<file path="src/hdl/lwfd_pkg.sv">
// Package of shared types, codes and sizes for the lock wait-for deadlock detector.
`default_nettype none
package lwfd_pkg;

  localparam int MAX_THREADS_DEF = 16;
  localparam int MAX_LOCKS_DEF   = 16;
  localparam int WAIT_W          = 5;
  localparam logic [WAIT_W-1:0] WAITERS_MAX = 5'd31;
  localparam int QUEUE_DEPTH     = 2;

  localparam logic [1:0] STATUS_OK      = 2'd0;
  localparam logic [1:0] STATUS_FULL    = 2'd1;
  localparam logic [1:0] STATUS_UNKNOWN = 2'd2;

  localparam logic [1:0] REQ_LOCK    = 2'd0;
  localparam logic [1:0] REQ_ACQUIRE = 2'd1;
  localparam logic [1:0] REQ_RELEASE = 2'd2;
  localparam logic [1:0] REQ_UNUSED  = 2'd3;

  typedef enum logic [1:0] {
    OP_REQ,
    OP_ACQ,
    OP_REL,
    OP_NOP
  } op_t;

  typedef enum logic [2:0] {
    S_IDLE,
    S_EXEC,
    S_ROOT,
    S_SCAN,
    S_FIN
  } state_t;

  typedef struct packed {
    logic [1:0]  req_type;
    logic [31:0] thread_id;
    logic [47:0] lock_addr;
  } in_item_t;

  typedef struct packed {
    logic        deadlock;
    logic [31:0] cycle_thread;
    logic [1:0]  status;
  } out_item_t;

  typedef struct packed {
    op_t         op;
    logic [31:0] thread_id;
    logic [47:0] lock_addr;
  } q_item_t;

endpackage
`default_nettype wire

</file>
<file path="src/hdl/lock_wait_for_deadlock_detector_top.sv">
// Top level of the lock wait-for deadlock detector: front queue and back-end engine.
//
// Usage: lock events enter on the in_ channel (in_valid, in_stall, in_data) and one
// result per event leaves on the out_ channel (out_valid, out_stall, out_data). A
// transfer happens at a rising edge where valid is high and stall is low.
// The front end decodes each event and places it in a two-entry queue, so the
// sender can hand over up to two events while the back end is still busy.
// The back end first applies the event to the tables (S_EXEC), then walks the wait-for
// graph depth first, trying one root at a time (S_ROOT) and following one edge or
// leaving one vertex per step (S_SCAN); the search loop, not the table update, sets
// the time an event takes. Events are processed one at a time, in order.
// Reset (rst_n low at a clock edge) empties the queue, the thread and lock tables
// and the wait-for matrix at once; no clearing pass is needed.
// While the receiver stalls, the finished result is held in the output register;
// the back end waits before writing the next one, and once the queue fills the
// input channel stalls in turn.
`default_nettype none
module lock_wait_for_deadlock_detector_top #(
  parameter int MAX_THREADS = lwfd_pkg::MAX_THREADS_DEF,
  parameter int MAX_LOCKS   = lwfd_pkg::MAX_LOCKS_DEF
) (
  input  wire logic                clk,
  input  wire logic                rst_n,
  input  wire logic                in_valid,
  output logic                     in_stall,
  input  wire lwfd_pkg::in_item_t  in_data,
  output logic                     out_valid,
  input  wire logic                out_stall,
  output lwfd_pkg::out_item_t      out_data
);

  // Queue interface between the two halves.
  logic              q_valid;
  lwfd_pkg::q_item_t q_data;
  logic              q_pop;

  lwfd_front u_front (
    .clk      (clk),
    .rst_n    (rst_n),
    .in_valid (in_valid),
    .in_stall (in_stall),
    .in_data  (in_data),
    .q_valid  (q_valid),
    .q_data   (q_data),
    .q_pop    (q_pop)
  );

  lwfd_back #(
    .MAX_THREADS (MAX_THREADS),
    .MAX_LOCKS   (MAX_LOCKS)
  ) u_back (
    .clk       (clk),
    .rst_n     (rst_n),
    .q_valid   (q_valid),
    .q_data    (q_data),
    .q_pop     (q_pop),
    .out_valid (out_valid),
    .out_stall (out_stall),
    .out_data  (out_data)
  );

endmodule
`default_nettype wire

</file>
<file path="src/hdl/lwfd_front.sv">
// Front end: decodes each event and holds it in a short queue for the back end.
`default_nettype none
module lwfd_front (
  input  wire logic               clk,
  input  wire logic               rst_n,
  input  wire logic               in_valid,
  output logic                    in_stall,
  input  wire lwfd_pkg::in_item_t in_data,
  output logic                    q_valid,
  output lwfd_pkg::q_item_t       q_data,
  input  wire logic               q_pop
);

  localparam int DEPTH = lwfd_pkg::QUEUE_DEPTH;
  localparam int AW    = $clog2(DEPTH);

  lwfd_pkg::q_item_t mem_r [DEPTH];
  logic [AW-1:0]     wr_ptr_r;
  logic [AW-1:0]     rd_ptr_r;
  logic [AW:0]       cnt_r;
  lwfd_pkg::q_item_t dec;
  logic              push;
  logic              pop;

  always_comb begin
    dec.thread_id = in_data.thread_id;
    dec.lock_addr = in_data.lock_addr;
    unique case (in_data.req_type)
      lwfd_pkg::REQ_LOCK:    dec.op = lwfd_pkg::OP_REQ;
      lwfd_pkg::REQ_ACQUIRE: dec.op = lwfd_pkg::OP_ACQ;
      lwfd_pkg::REQ_RELEASE: dec.op = lwfd_pkg::OP_REL;
      default:               dec.op = lwfd_pkg::OP_NOP;
    endcase
  end

  assign in_stall = (cnt_r == (AW+1)'(DEPTH));
  assign q_valid  = (cnt_r != '0);
  assign q_data   = mem_r[rd_ptr_r];
  assign push     = in_valid && !in_stall;
  assign pop      = q_pop && q_valid;

  always_ff @(posedge clk) begin
    if (push) begin
      mem_r[wr_ptr_r] <= dec;
    end
  end

  always_ff @(posedge clk) begin
    if (!rst_n) begin
      wr_ptr_r <= '0;
      rd_ptr_r <= '0;
      cnt_r    <= '0;
    end else begin
      if (push) begin
        wr_ptr_r <= (wr_ptr_r == AW'(DEPTH-1)) ? '0 : wr_ptr_r + 1'b1;
      end
      if (pop) begin
        rd_ptr_r <= (rd_ptr_r == AW'(DEPTH-1)) ? '0 : rd_ptr_r + 1'b1;
      end
      cnt_r <= cnt_r + (AW+1)'(push) - (AW+1)'(pop);
    end
  end

endmodule
`default_nettype wire

</file>
<file path="src/hdl/lwfd_back.sv">
// Back end: applies an event to the tables and runs the cycle search over the wait-for graph.
`default_nettype none
module lwfd_back #(
  parameter int MAX_THREADS = lwfd_pkg::MAX_THREADS_DEF,
  parameter int MAX_LOCKS   = lwfd_pkg::MAX_LOCKS_DEF
) (
  input  wire logic              clk,
  input  wire logic              rst_n,
  input  wire logic              q_valid,
  input  wire lwfd_pkg::q_item_t q_data,
  output logic                   q_pop,
  output logic                   out_valid,
  input  wire logic              out_stall,
  output lwfd_pkg::out_item_t    out_data
);

  localparam int NT = MAX_THREADS;
  localparam int NL = MAX_LOCKS;
  localparam int TW = $clog2(NT);
  localparam int LW = $clog2(NL);
  localparam int WW = lwfd_pkg::WAIT_W;

  logic [31:0]        thr_id_r   [NT];
  logic [NT-1:0]      thr_vld_r;
  logic [47:0]        lk_addr_r  [NL];
  logic [NL-1:0]      lk_vld_r;
  logic [TW-1:0]      lk_hold_r  [NL];
  logic [WW-1:0]      lk_wait_r  [NL];
  logic [NT-1:0]      wm_r       [NT];
  logic [NT-1:0]      rem_r      [NT];
  logic [TW-1:0]      stk_r      [NT];
  logic [NT-1:0]      reach_r;
  logic [NT-1:0]      path_r;
  logic [TW:0]        sp_r;
  logic [TW-1:0]      fslot_r;
  logic               found_r;
  logic [1:0]         status_r;
  lwfd_pkg::q_item_t  item_r;
  lwfd_pkg::state_t   state_r, state_nxt;
  logic               out_vld_r;
  lwfd_pkg::out_item_t out_r;

  // Table look-ups for the event being executed.
  logic               lk_hit;
  logic [LW-1:0]      lk_idx;
  logic               lk_free_any;
  logic [LW-1:0]      lk_free;
  logic               th_hit;
  logic [TW-1:0]      th_idx;
  logic               th_free_any;
  logic [TW-1:0]      th_free;
  logic               t_ok;
  logic [TW-1:0]      t_idx;
  logic [TW-1:0]      hold;
  logic [NT-1:0]      row_base;
  logic               need_thread;
  logic [1:0]         exec_status;

  // Search helpers.
  logic [NT-1:0]      roots;
  logic [TW-1:0]      root_idx;
  logic [TW-1:0]      top;
  logic [NT-1:0]      cand;
  logic [TW-1:0]      v_idx;

  always_comb begin
    lk_hit      = 1'b0;
    lk_idx      = '0;
    lk_free_any = 1'b0;
    lk_free     = '0;
    for (int i = NL-1; i >= 0; i--) begin
      if (lk_vld_r[i] && lk_addr_r[i] == item_r.lock_addr) begin
        lk_hit = 1'b1;
        lk_idx = LW'(i);
      end
      if (!lk_vld_r[i]) begin
        lk_free_any = 1'b1;
        lk_free     = LW'(i);
      end
    end
    th_hit      = 1'b0;
    th_idx      = '0;
    th_free_any = 1'b0;
    th_free     = '0;
    for (int i = NT-1; i >= 0; i--) begin
      if (thr_vld_r[i] && thr_id_r[i] == item_r.thread_id) begin
        th_hit = 1'b1;
        th_idx = TW'(i);
      end
      if (!thr_vld_r[i]) begin
        th_free_any = 1'b1;
        th_free     = TW'(i);
      end
    end
    t_ok        = th_hit || th_free_any;
    t_idx       = th_hit ? th_idx : th_free;
    hold        = lk_hold_r[lk_idx];
    row_base    = th_hit ? wm_r[th_idx] : '0;
    need_thread = (item_r.op == lwfd_pkg::OP_ACQ) ||
                  ((item_r.op == lwfd_pkg::OP_REQ) && lk_hit);
    // Outcome code of the event, decided from the tables before it is applied.
    if ((item_r.op == lwfd_pkg::OP_REQ) && lk_hit && !t_ok) begin
      exec_status = lwfd_pkg::STATUS_FULL;
    end else if ((item_r.op == lwfd_pkg::OP_ACQ) && (!t_ok || (!lk_hit && !lk_free_any))) begin
      exec_status = lwfd_pkg::STATUS_FULL;
    end else if ((item_r.op == lwfd_pkg::OP_REL) && !lk_hit) begin
      exec_status = lwfd_pkg::STATUS_UNKNOWN;
    end else begin
      exec_status = lwfd_pkg::STATUS_OK;
    end
  end

  always_comb begin
    roots    = thr_vld_r & ~reach_r;
    root_idx = '0;
    for (int i = NT-1; i >= 0; i--) begin
      if (roots[i]) root_idx = TW'(i);
    end
    top   = stk_r[TW'(sp_r - 1'b1)];
    cand  = rem_r[top] & (path_r | ~reach_r);
    v_idx = '0;
    for (int i = NT-1; i >= 0; i--) begin
      if (cand[i]) v_idx = TW'(i);
    end
  end

  assign q_pop = (state_r == lwfd_pkg::S_IDLE) && q_valid;

  always_comb begin
    state_nxt = state_r;
    unique case (state_r)
      lwfd_pkg::S_IDLE: if (q_valid) state_nxt = lwfd_pkg::S_EXEC;
      lwfd_pkg::S_EXEC: state_nxt = lwfd_pkg::S_ROOT;
      lwfd_pkg::S_ROOT: state_nxt = (roots != '0) ? lwfd_pkg::S_SCAN : lwfd_pkg::S_FIN;
      lwfd_pkg::S_SCAN: begin
        if (cand != '0) begin
          if (path_r[v_idx]) state_nxt = lwfd_pkg::S_FIN;
        end else if (sp_r == (TW+1)'(1)) begin
          state_nxt = lwfd_pkg::S_ROOT;
        end
      end
      lwfd_pkg::S_FIN: if (!out_vld_r || !out_stall) state_nxt = lwfd_pkg::S_IDLE;
      default: state_nxt = lwfd_pkg::S_IDLE;
    endcase
  end

  always_ff @(posedge clk) begin
    if (!rst_n) begin
      state_r <= lwfd_pkg::S_IDLE;
    end else begin
      state_r <= state_nxt;
    end
  end

  // Payload side of the tables and the search stack.
  always_ff @(posedge clk) begin
    if (q_pop) begin
      item_r <= q_data;
    end
    unique case (state_r)
      lwfd_pkg::S_EXEC: begin
        status_r <= exec_status;
        found_r  <= 1'b0;
        if (need_thread && !th_hit && th_free_any) begin
          thr_id_r[th_free] <= item_r.thread_id;
        end
        unique case (item_r.op)
          lwfd_pkg::OP_REQ: begin
            if (lk_hit && t_ok && lk_wait_r[lk_idx] < lwfd_pkg::WAITERS_MAX) begin
              lk_wait_r[lk_idx] <= lk_wait_r[lk_idx] + 1'b1;
            end
          end
          lwfd_pkg::OP_ACQ: begin
            if (t_ok) begin
              if (!lk_hit) begin
                if (lk_free_any) begin
                  lk_addr_r[lk_free] <= item_r.lock_addr;
                  lk_hold_r[lk_free] <= t_idx;
                  lk_wait_r[lk_free] <= '0;
                end
              end else begin
                if (lk_wait_r[lk_idx] != '0) lk_wait_r[lk_idx] <= lk_wait_r[lk_idx] - 1'b1;
                lk_hold_r[lk_idx] <= t_idx;
              end
            end
          end
          default: ;
        endcase
      end
      lwfd_pkg::S_ROOT: begin
        if (roots != '0) begin
          stk_r[0]        <= root_idx;
          rem_r[root_idx] <= wm_r[root_idx];
        end
      end
      lwfd_pkg::S_SCAN: begin
        if (cand != '0) begin
          rem_r[top][v_idx] <= 1'b0;
          if (path_r[v_idx]) begin
            found_r <= 1'b1;
            fslot_r <= v_idx;
          end else begin
            stk_r[TW'(sp_r)] <= v_idx;
            rem_r[v_idx]     <= wm_r[v_idx];
          end
        end
      end
      default: ;
    endcase
  end

  // Control side: valid bits, wait-for matrix, search masks and the output register.
  always_ff @(posedge clk) begin
    if (!rst_n) begin
      thr_vld_r <= '0;
      lk_vld_r  <= '0;
      reach_r   <= '0;
      path_r    <= '0;
      sp_r      <= '0;
      out_vld_r <= 1'b0;
      for (int i = 0; i < NT; i++) wm_r[i] <= '0;
    end else begin
      if (state_r == lwfd_pkg::S_FIN && (!out_vld_r || !out_stall)) begin
        out_vld_r <= 1'b1;
      end else if (out_vld_r && !out_stall) begin
        out_vld_r <= 1'b0;
      end
      unique case (state_r)
        lwfd_pkg::S_EXEC: begin
          reach_r <= '0;
          path_r  <= '0;
          if (need_thread && !th_hit && th_free_any) thr_vld_r[th_free] <= 1'b1;
          if (need_thread && t_ok) begin
            if (item_r.op == lwfd_pkg::OP_REQ) begin
              wm_r[t_idx] <= row_base | (NT'(1) << hold);
            end else if (lk_hit) begin
              wm_r[t_idx] <= row_base & ~(NT'(1) << hold);
            end else begin
              wm_r[t_idx] <= row_base;
            end
          end
          if (item_r.op == lwfd_pkg::OP_ACQ && t_ok && !lk_hit && lk_free_any) begin
            lk_vld_r[lk_free] <= 1'b1;
          end
          if (item_r.op == lwfd_pkg::OP_REL && lk_hit && lk_wait_r[lk_idx] == '0) begin
            lk_vld_r[lk_idx] <= 1'b0;
          end
        end
        lwfd_pkg::S_ROOT: begin
          if (roots != '0) begin
            reach_r[root_idx] <= 1'b1;
            path_r            <= NT'(1) << root_idx;
            sp_r              <= (TW+1)'(1);
          end
        end
        lwfd_pkg::S_SCAN: begin
          if (cand != '0) begin
            if (!path_r[v_idx]) begin
              reach_r[v_idx] <= 1'b1;
              path_r[v_idx]  <= 1'b1;
              sp_r           <= sp_r + 1'b1;
            end
          end else begin
            path_r[top] <= 1'b0;
            sp_r        <= sp_r - 1'b1;
          end
        end
        default: ;
      endcase
    end
  end

  always_ff @(posedge clk) begin
    if (state_r == lwfd_pkg::S_FIN && (!out_vld_r || !out_stall)) begin
      out_r.deadlock     <= found_r;
      out_r.cycle_thread <= found_r ? thr_id_r[fslot_r] : 32'd0;
      out_r.status       <= status_r;
    end
  end

  assign out_valid = out_vld_r;
  assign out_data  = out_r;

endmodule
`default_nettype wire
</file>
<file path="config.mk">
export PLATFORM = sky130hd
export DESIGN_NAME = lock_wait_for_deadlock_detector_top
export DESIGN_NICKNAME = d
export VERILOG_FILES = /design/src/hdl/lwfd_pkg.sv /design/src/hdl/lock_wait_for_deadlock_detector_top.sv /design/src/hdl/lwfd_front.sv /design/src/hdl/lwfd_back.sv
export SDC_FILE = /design/constraint.sdc
export NUM_CORES = 2
export LEC_CHECK = 0
export BUFFER_PORTS_ARGS = -buffer_cell sky130_fd_sc_hd__buf_4
export CAP_MARGIN = 15
export CORE_ASPECT_RATIO = 0.5
export CORE_MARGIN = 3
export CORE_UTILIZATION = 45
export CTS_CLUSTER_SIZE = 30
export DETAILED_ROUTE_END_ITERATION = 10
export SLEW_MARGIN = 5
export SYNTH_ARGS = -nofsm -noshare
export SYNTH_HDL_FRONTEND = slang
export SYNTH_SLANG_ARGS = --single-unit
</file>
<file path="constraint.sdc">
create_clock -name clk -period 11.7 [get_ports clk]
set_clock_uncertainty 0.15 [all_clocks]
set_input_delay 1.17 -clock clk [delete_from_list [all_inputs] [get_ports clk]]
set_output_delay 1.17 -clock clk [all_outputs]
set_load 0.03 [all_outputs]
</file>
==> results.cfg <==
[yosys]
synth_seq_area_share_pct = 59.6
netlist_area_um2 = 118000
yosysTopAreaCell = edfxtp_1
synthArstFlopShare_pct = 0
yosys-top-cells-area = edfxtp_1, xor2_1, xnor2_1, mux4_2, mux2i_1
ys_warn_count = 0
synth_area_per_cell_um2 = 12.7
synth_top_family_by_area = simple AND/OR/NAND/NOR gates
netlist.area_leader.share_pct = 58.3
synth_mux_area_share_pct = 7.72
synth_nets = 9401
ys_ff_latch = 2365
yosys.area_share.simple_pct = 13.0
synth_edf_count = 2288
synth_xor_area_share_pct = 8.86
synth_cell_types = 117
synth_flop_cell = edfxtp_1
synth_fa_ha_area_share_pct = 0.102
synth_compound_area_share_pct = 7.97
synth_cells = 9306

[floorplanning]
core_area_um2 = 260000
initial_core_util_pct = 45.4
die_area_um2 = 268000
die_y_um = 368
io_pins = 123
die_w_um = 729
num_rows = 132

[global_route]
grt_pass1_wl_um = 614000
grt_max_degree = 87
grt_overflow = 0
grt_pass1_vias = 80000
grt_usage_pct = 32.1
antenna_found_initial = 27

[detailed_routing]
route.detailed.drc = 0
vias = 85200
postRouteAntennaNets = 0
drtIter0Drc = 13100
post_drt_wl_per_cell_um = 33.8
totalWireLength_um = 442000
first_pass_iters = 8
viasPerCell = 6.51

[worst_hold_path]
worstHoldPathType = primary input to flop
min_delay_worst_endpoint = u_front.mem_r[1][60]
holdPathStages = 1
worstHoldStart = in_data[60]

[placement]
place_ws_ns = 1.77
dpl_cell_area_um2 = 124000
hpwlAfterDp_um = 297000
io_buffer_count = 122
gp_congestion = 1.00

[cells_and_area]
drive_gt1_share_pct = 14.3
final_cell_mix = edfxtp_1, xor2_1, o21ai_0, nor2_1, nand2_1
final_common_cell = edfxtp_1
synthToLayoutAreaGrowth_pct = 11.7
fillCellCount = 22400
final_area_um2 = 132000
layout.nets = 9490

[clock_tree]
clk_pin_slew_worst_paths_ns = 0.07
clock-root-buffer = clkbuf_16
htree_num_levels = 4
cts_sinks = 2365
cts_buffer_depth = 4
cts-buffers-inserted = 224
ctsResizeCount = 0
cts_tree = done
postCtsHoldBufs = 0
post_cts_buffers = 0
clock_latency_ns = 0.93

[critical_path]
cp_cell_sequence = inv_1 > ha_1 > mux2_2 > mux4_4 > mux2_4 > buf_4 > nand2_1 > a311oi_1 > nor4_1 > a211oi_1 > o22a_1 > o31ai_4 > buf_4 > buf_4 > mux2i_1 > o22ai_1 > nor2_1 > o21ai_0 > nor3_2 > o21ai_0
worstPathArrival_ns = 10.65
worstPathMaxFanout = 64
rr_worst_depth = 20
setup.worst_path.end_class = flop
slowest_stage = ha_1
timing.rr.start = u_back.sp_r[0]
max_stage_delay_ns = 1.02
setup.worst_path.start_class = flop
r2r_end = u_back.rem_r[4][9]
crit_top_cell = buf_4
path_class = flop to flop
r2r_slack_ns = 1.48
critical_path_required_ns = 12.13

[power_and_ir_drop]
ir_drop_uv = 163
p_leak_nw = 41.6
powerDensity_nw_per_um2 = 199

[timing]
post-route-min-period_ns = 10.22
slew_violations = 0
rsz0062_at_grt = false
fin_tns_setup_ns = 0
hold_violations = 0
fmax_mhz = 97.8
fin_crit_sh_pct = 87.4
maxSlewHeadroom_pct = 8.99
fin_ws_ns = 1.48
setup_viol = 0
worst_pin_slew_ns = 1.37

[flow_run]
drv_cap = 0

[run_status]
status = completed
[worst max-delay path, delay by kind of cell (launching register included)]
family                     cells  cell delay (ns)
DFF                            1             0.91
muxes                          4             2.24
adders and majority gates      1             1.02
and+or+nand+nor                4             2.15
AOI/OAI and AO/OA              7             1.34
buffers and inverters          4             1.93
[flip-flops by register name, summed over array words and instances, names as in the netlist, 2 cells and up]
signal,count
u_back.stk_r,64
u_back.lk_addr_r,768
u_back.lk_hold_r,64
u_front.cnt_r,2
u_back.wm_r,256
u_back.state_r,3
u_front.mem_r,164
u_back.out_data,35
u_back.rem_r,256
u_back.thr_id_r,512
u_back.item_r,82
u_back.lk_vld_r,16
u_back.reach_r,16
u_back.lk_wait_r,80
u_back.thr_vld_r,16
u_back.fslot_r,4
u_back.status_r,2
u_back.path_r,16
u_back.sp_r,5
[layer usage]
layer / share of wire, % / wire length (um) / vias up / GRT usage [%]
met2: 43 / 188000 / 5485 / 46.6
met1: 41 / 183000 / 43000 / 46.3
li1: - / - / 35600 / -
met4: 4.6 / 20400 / 16 / 13.2
met5: 0.063 / 279 / - / 0.570
met3: 11 / 50900 / 970 / 7.47
[worst max path at each step]
stage	from	to	slack (ns)	depth (start not counted)
6_report	u_back.sp_r[0]	u_back.rem_r[4][9]	1.48	20
2_1_floorplan	u_back.sp_r[0]	u_back.stk_r[0][0]	4.79	28
3_5_place_dp	u_back.sp_r[0]	u_back.rem_r[12][3]	1.77	20
4_1_cts	u_back.sp_r[0]	u_back.rem_r[11][9]	1.72	20
3_3_place_gp	u_back.sp_r[0]	u_back.stk_r[7][1]	1.82	18
5_1_grt	u_back.sp_r[0]	u_back.rem_r[11][9]	1.15	20
[cell type report]
class	count	area, um2	share of cell area (%)
diodes	22	55.1	0.0419
clock buffers	275	5900	4.49
repair buffers	479	3900	2.97
well taps	3484	4360	3.31
inverters	128	480	0.365
multi-input cells	6197	45100	34.3
flip-flops and latches	2365	70300	53.4
clock inverters	129	1440	1.10
[synthesized netlist by cell type, drive strengths merged, types with 69 or more instances]
library cell  number
edfxtp          2288
nor3             207
nor2             568
nor4             340
mux2             190
buf              243
nand3            302
o22ai            134
o21ai            627
nor2b            136
xor2             724
clkbuf           372
xnor2            467
nand2            527
a211oi            85
mux2i            293
mux4             178
nand2b           169
inv              128
nand4            232
a311oi            69
a21oi            170
dfxtp             77
[through the flow]
stage	util (%)	hold WS [ns]	std cells	power, mW
floorplan	-	0.250	9306	15.1
global placement	47.7	0.294	12600	18.5
detailed placement	47.8	0.295	12600	18.5
CTS	50.6	0.229	13000	26.0
global route	50.6	0.245	13100	26.9
finish	50.6	0.281	13100	26.2
[cell families (layout without fill, tap and decap cells)]
group                      count (synthesis)  after routing
AOI/OAI and AO/OA                       1457           1457
xor gates and xnor gates                1191           1191
adders and majority gates                  9              9
buffers and inverters                    744           1011
DFF                                     2365           2365
muxes                                    661            661
other                                      0             22
and+or+nand+nor                         2879           2879
[power by group]
| part | switching [mW] | internal, mW |
|---|---|---|
| logic | 5.53 | 2.23 |
| clock network | 3.40 | 4.22 |
| registers | 0.560 | 10.3 |
| total | 9.49 | 16.7 |
Note: power is estimated with default switching activity, not from simulation.
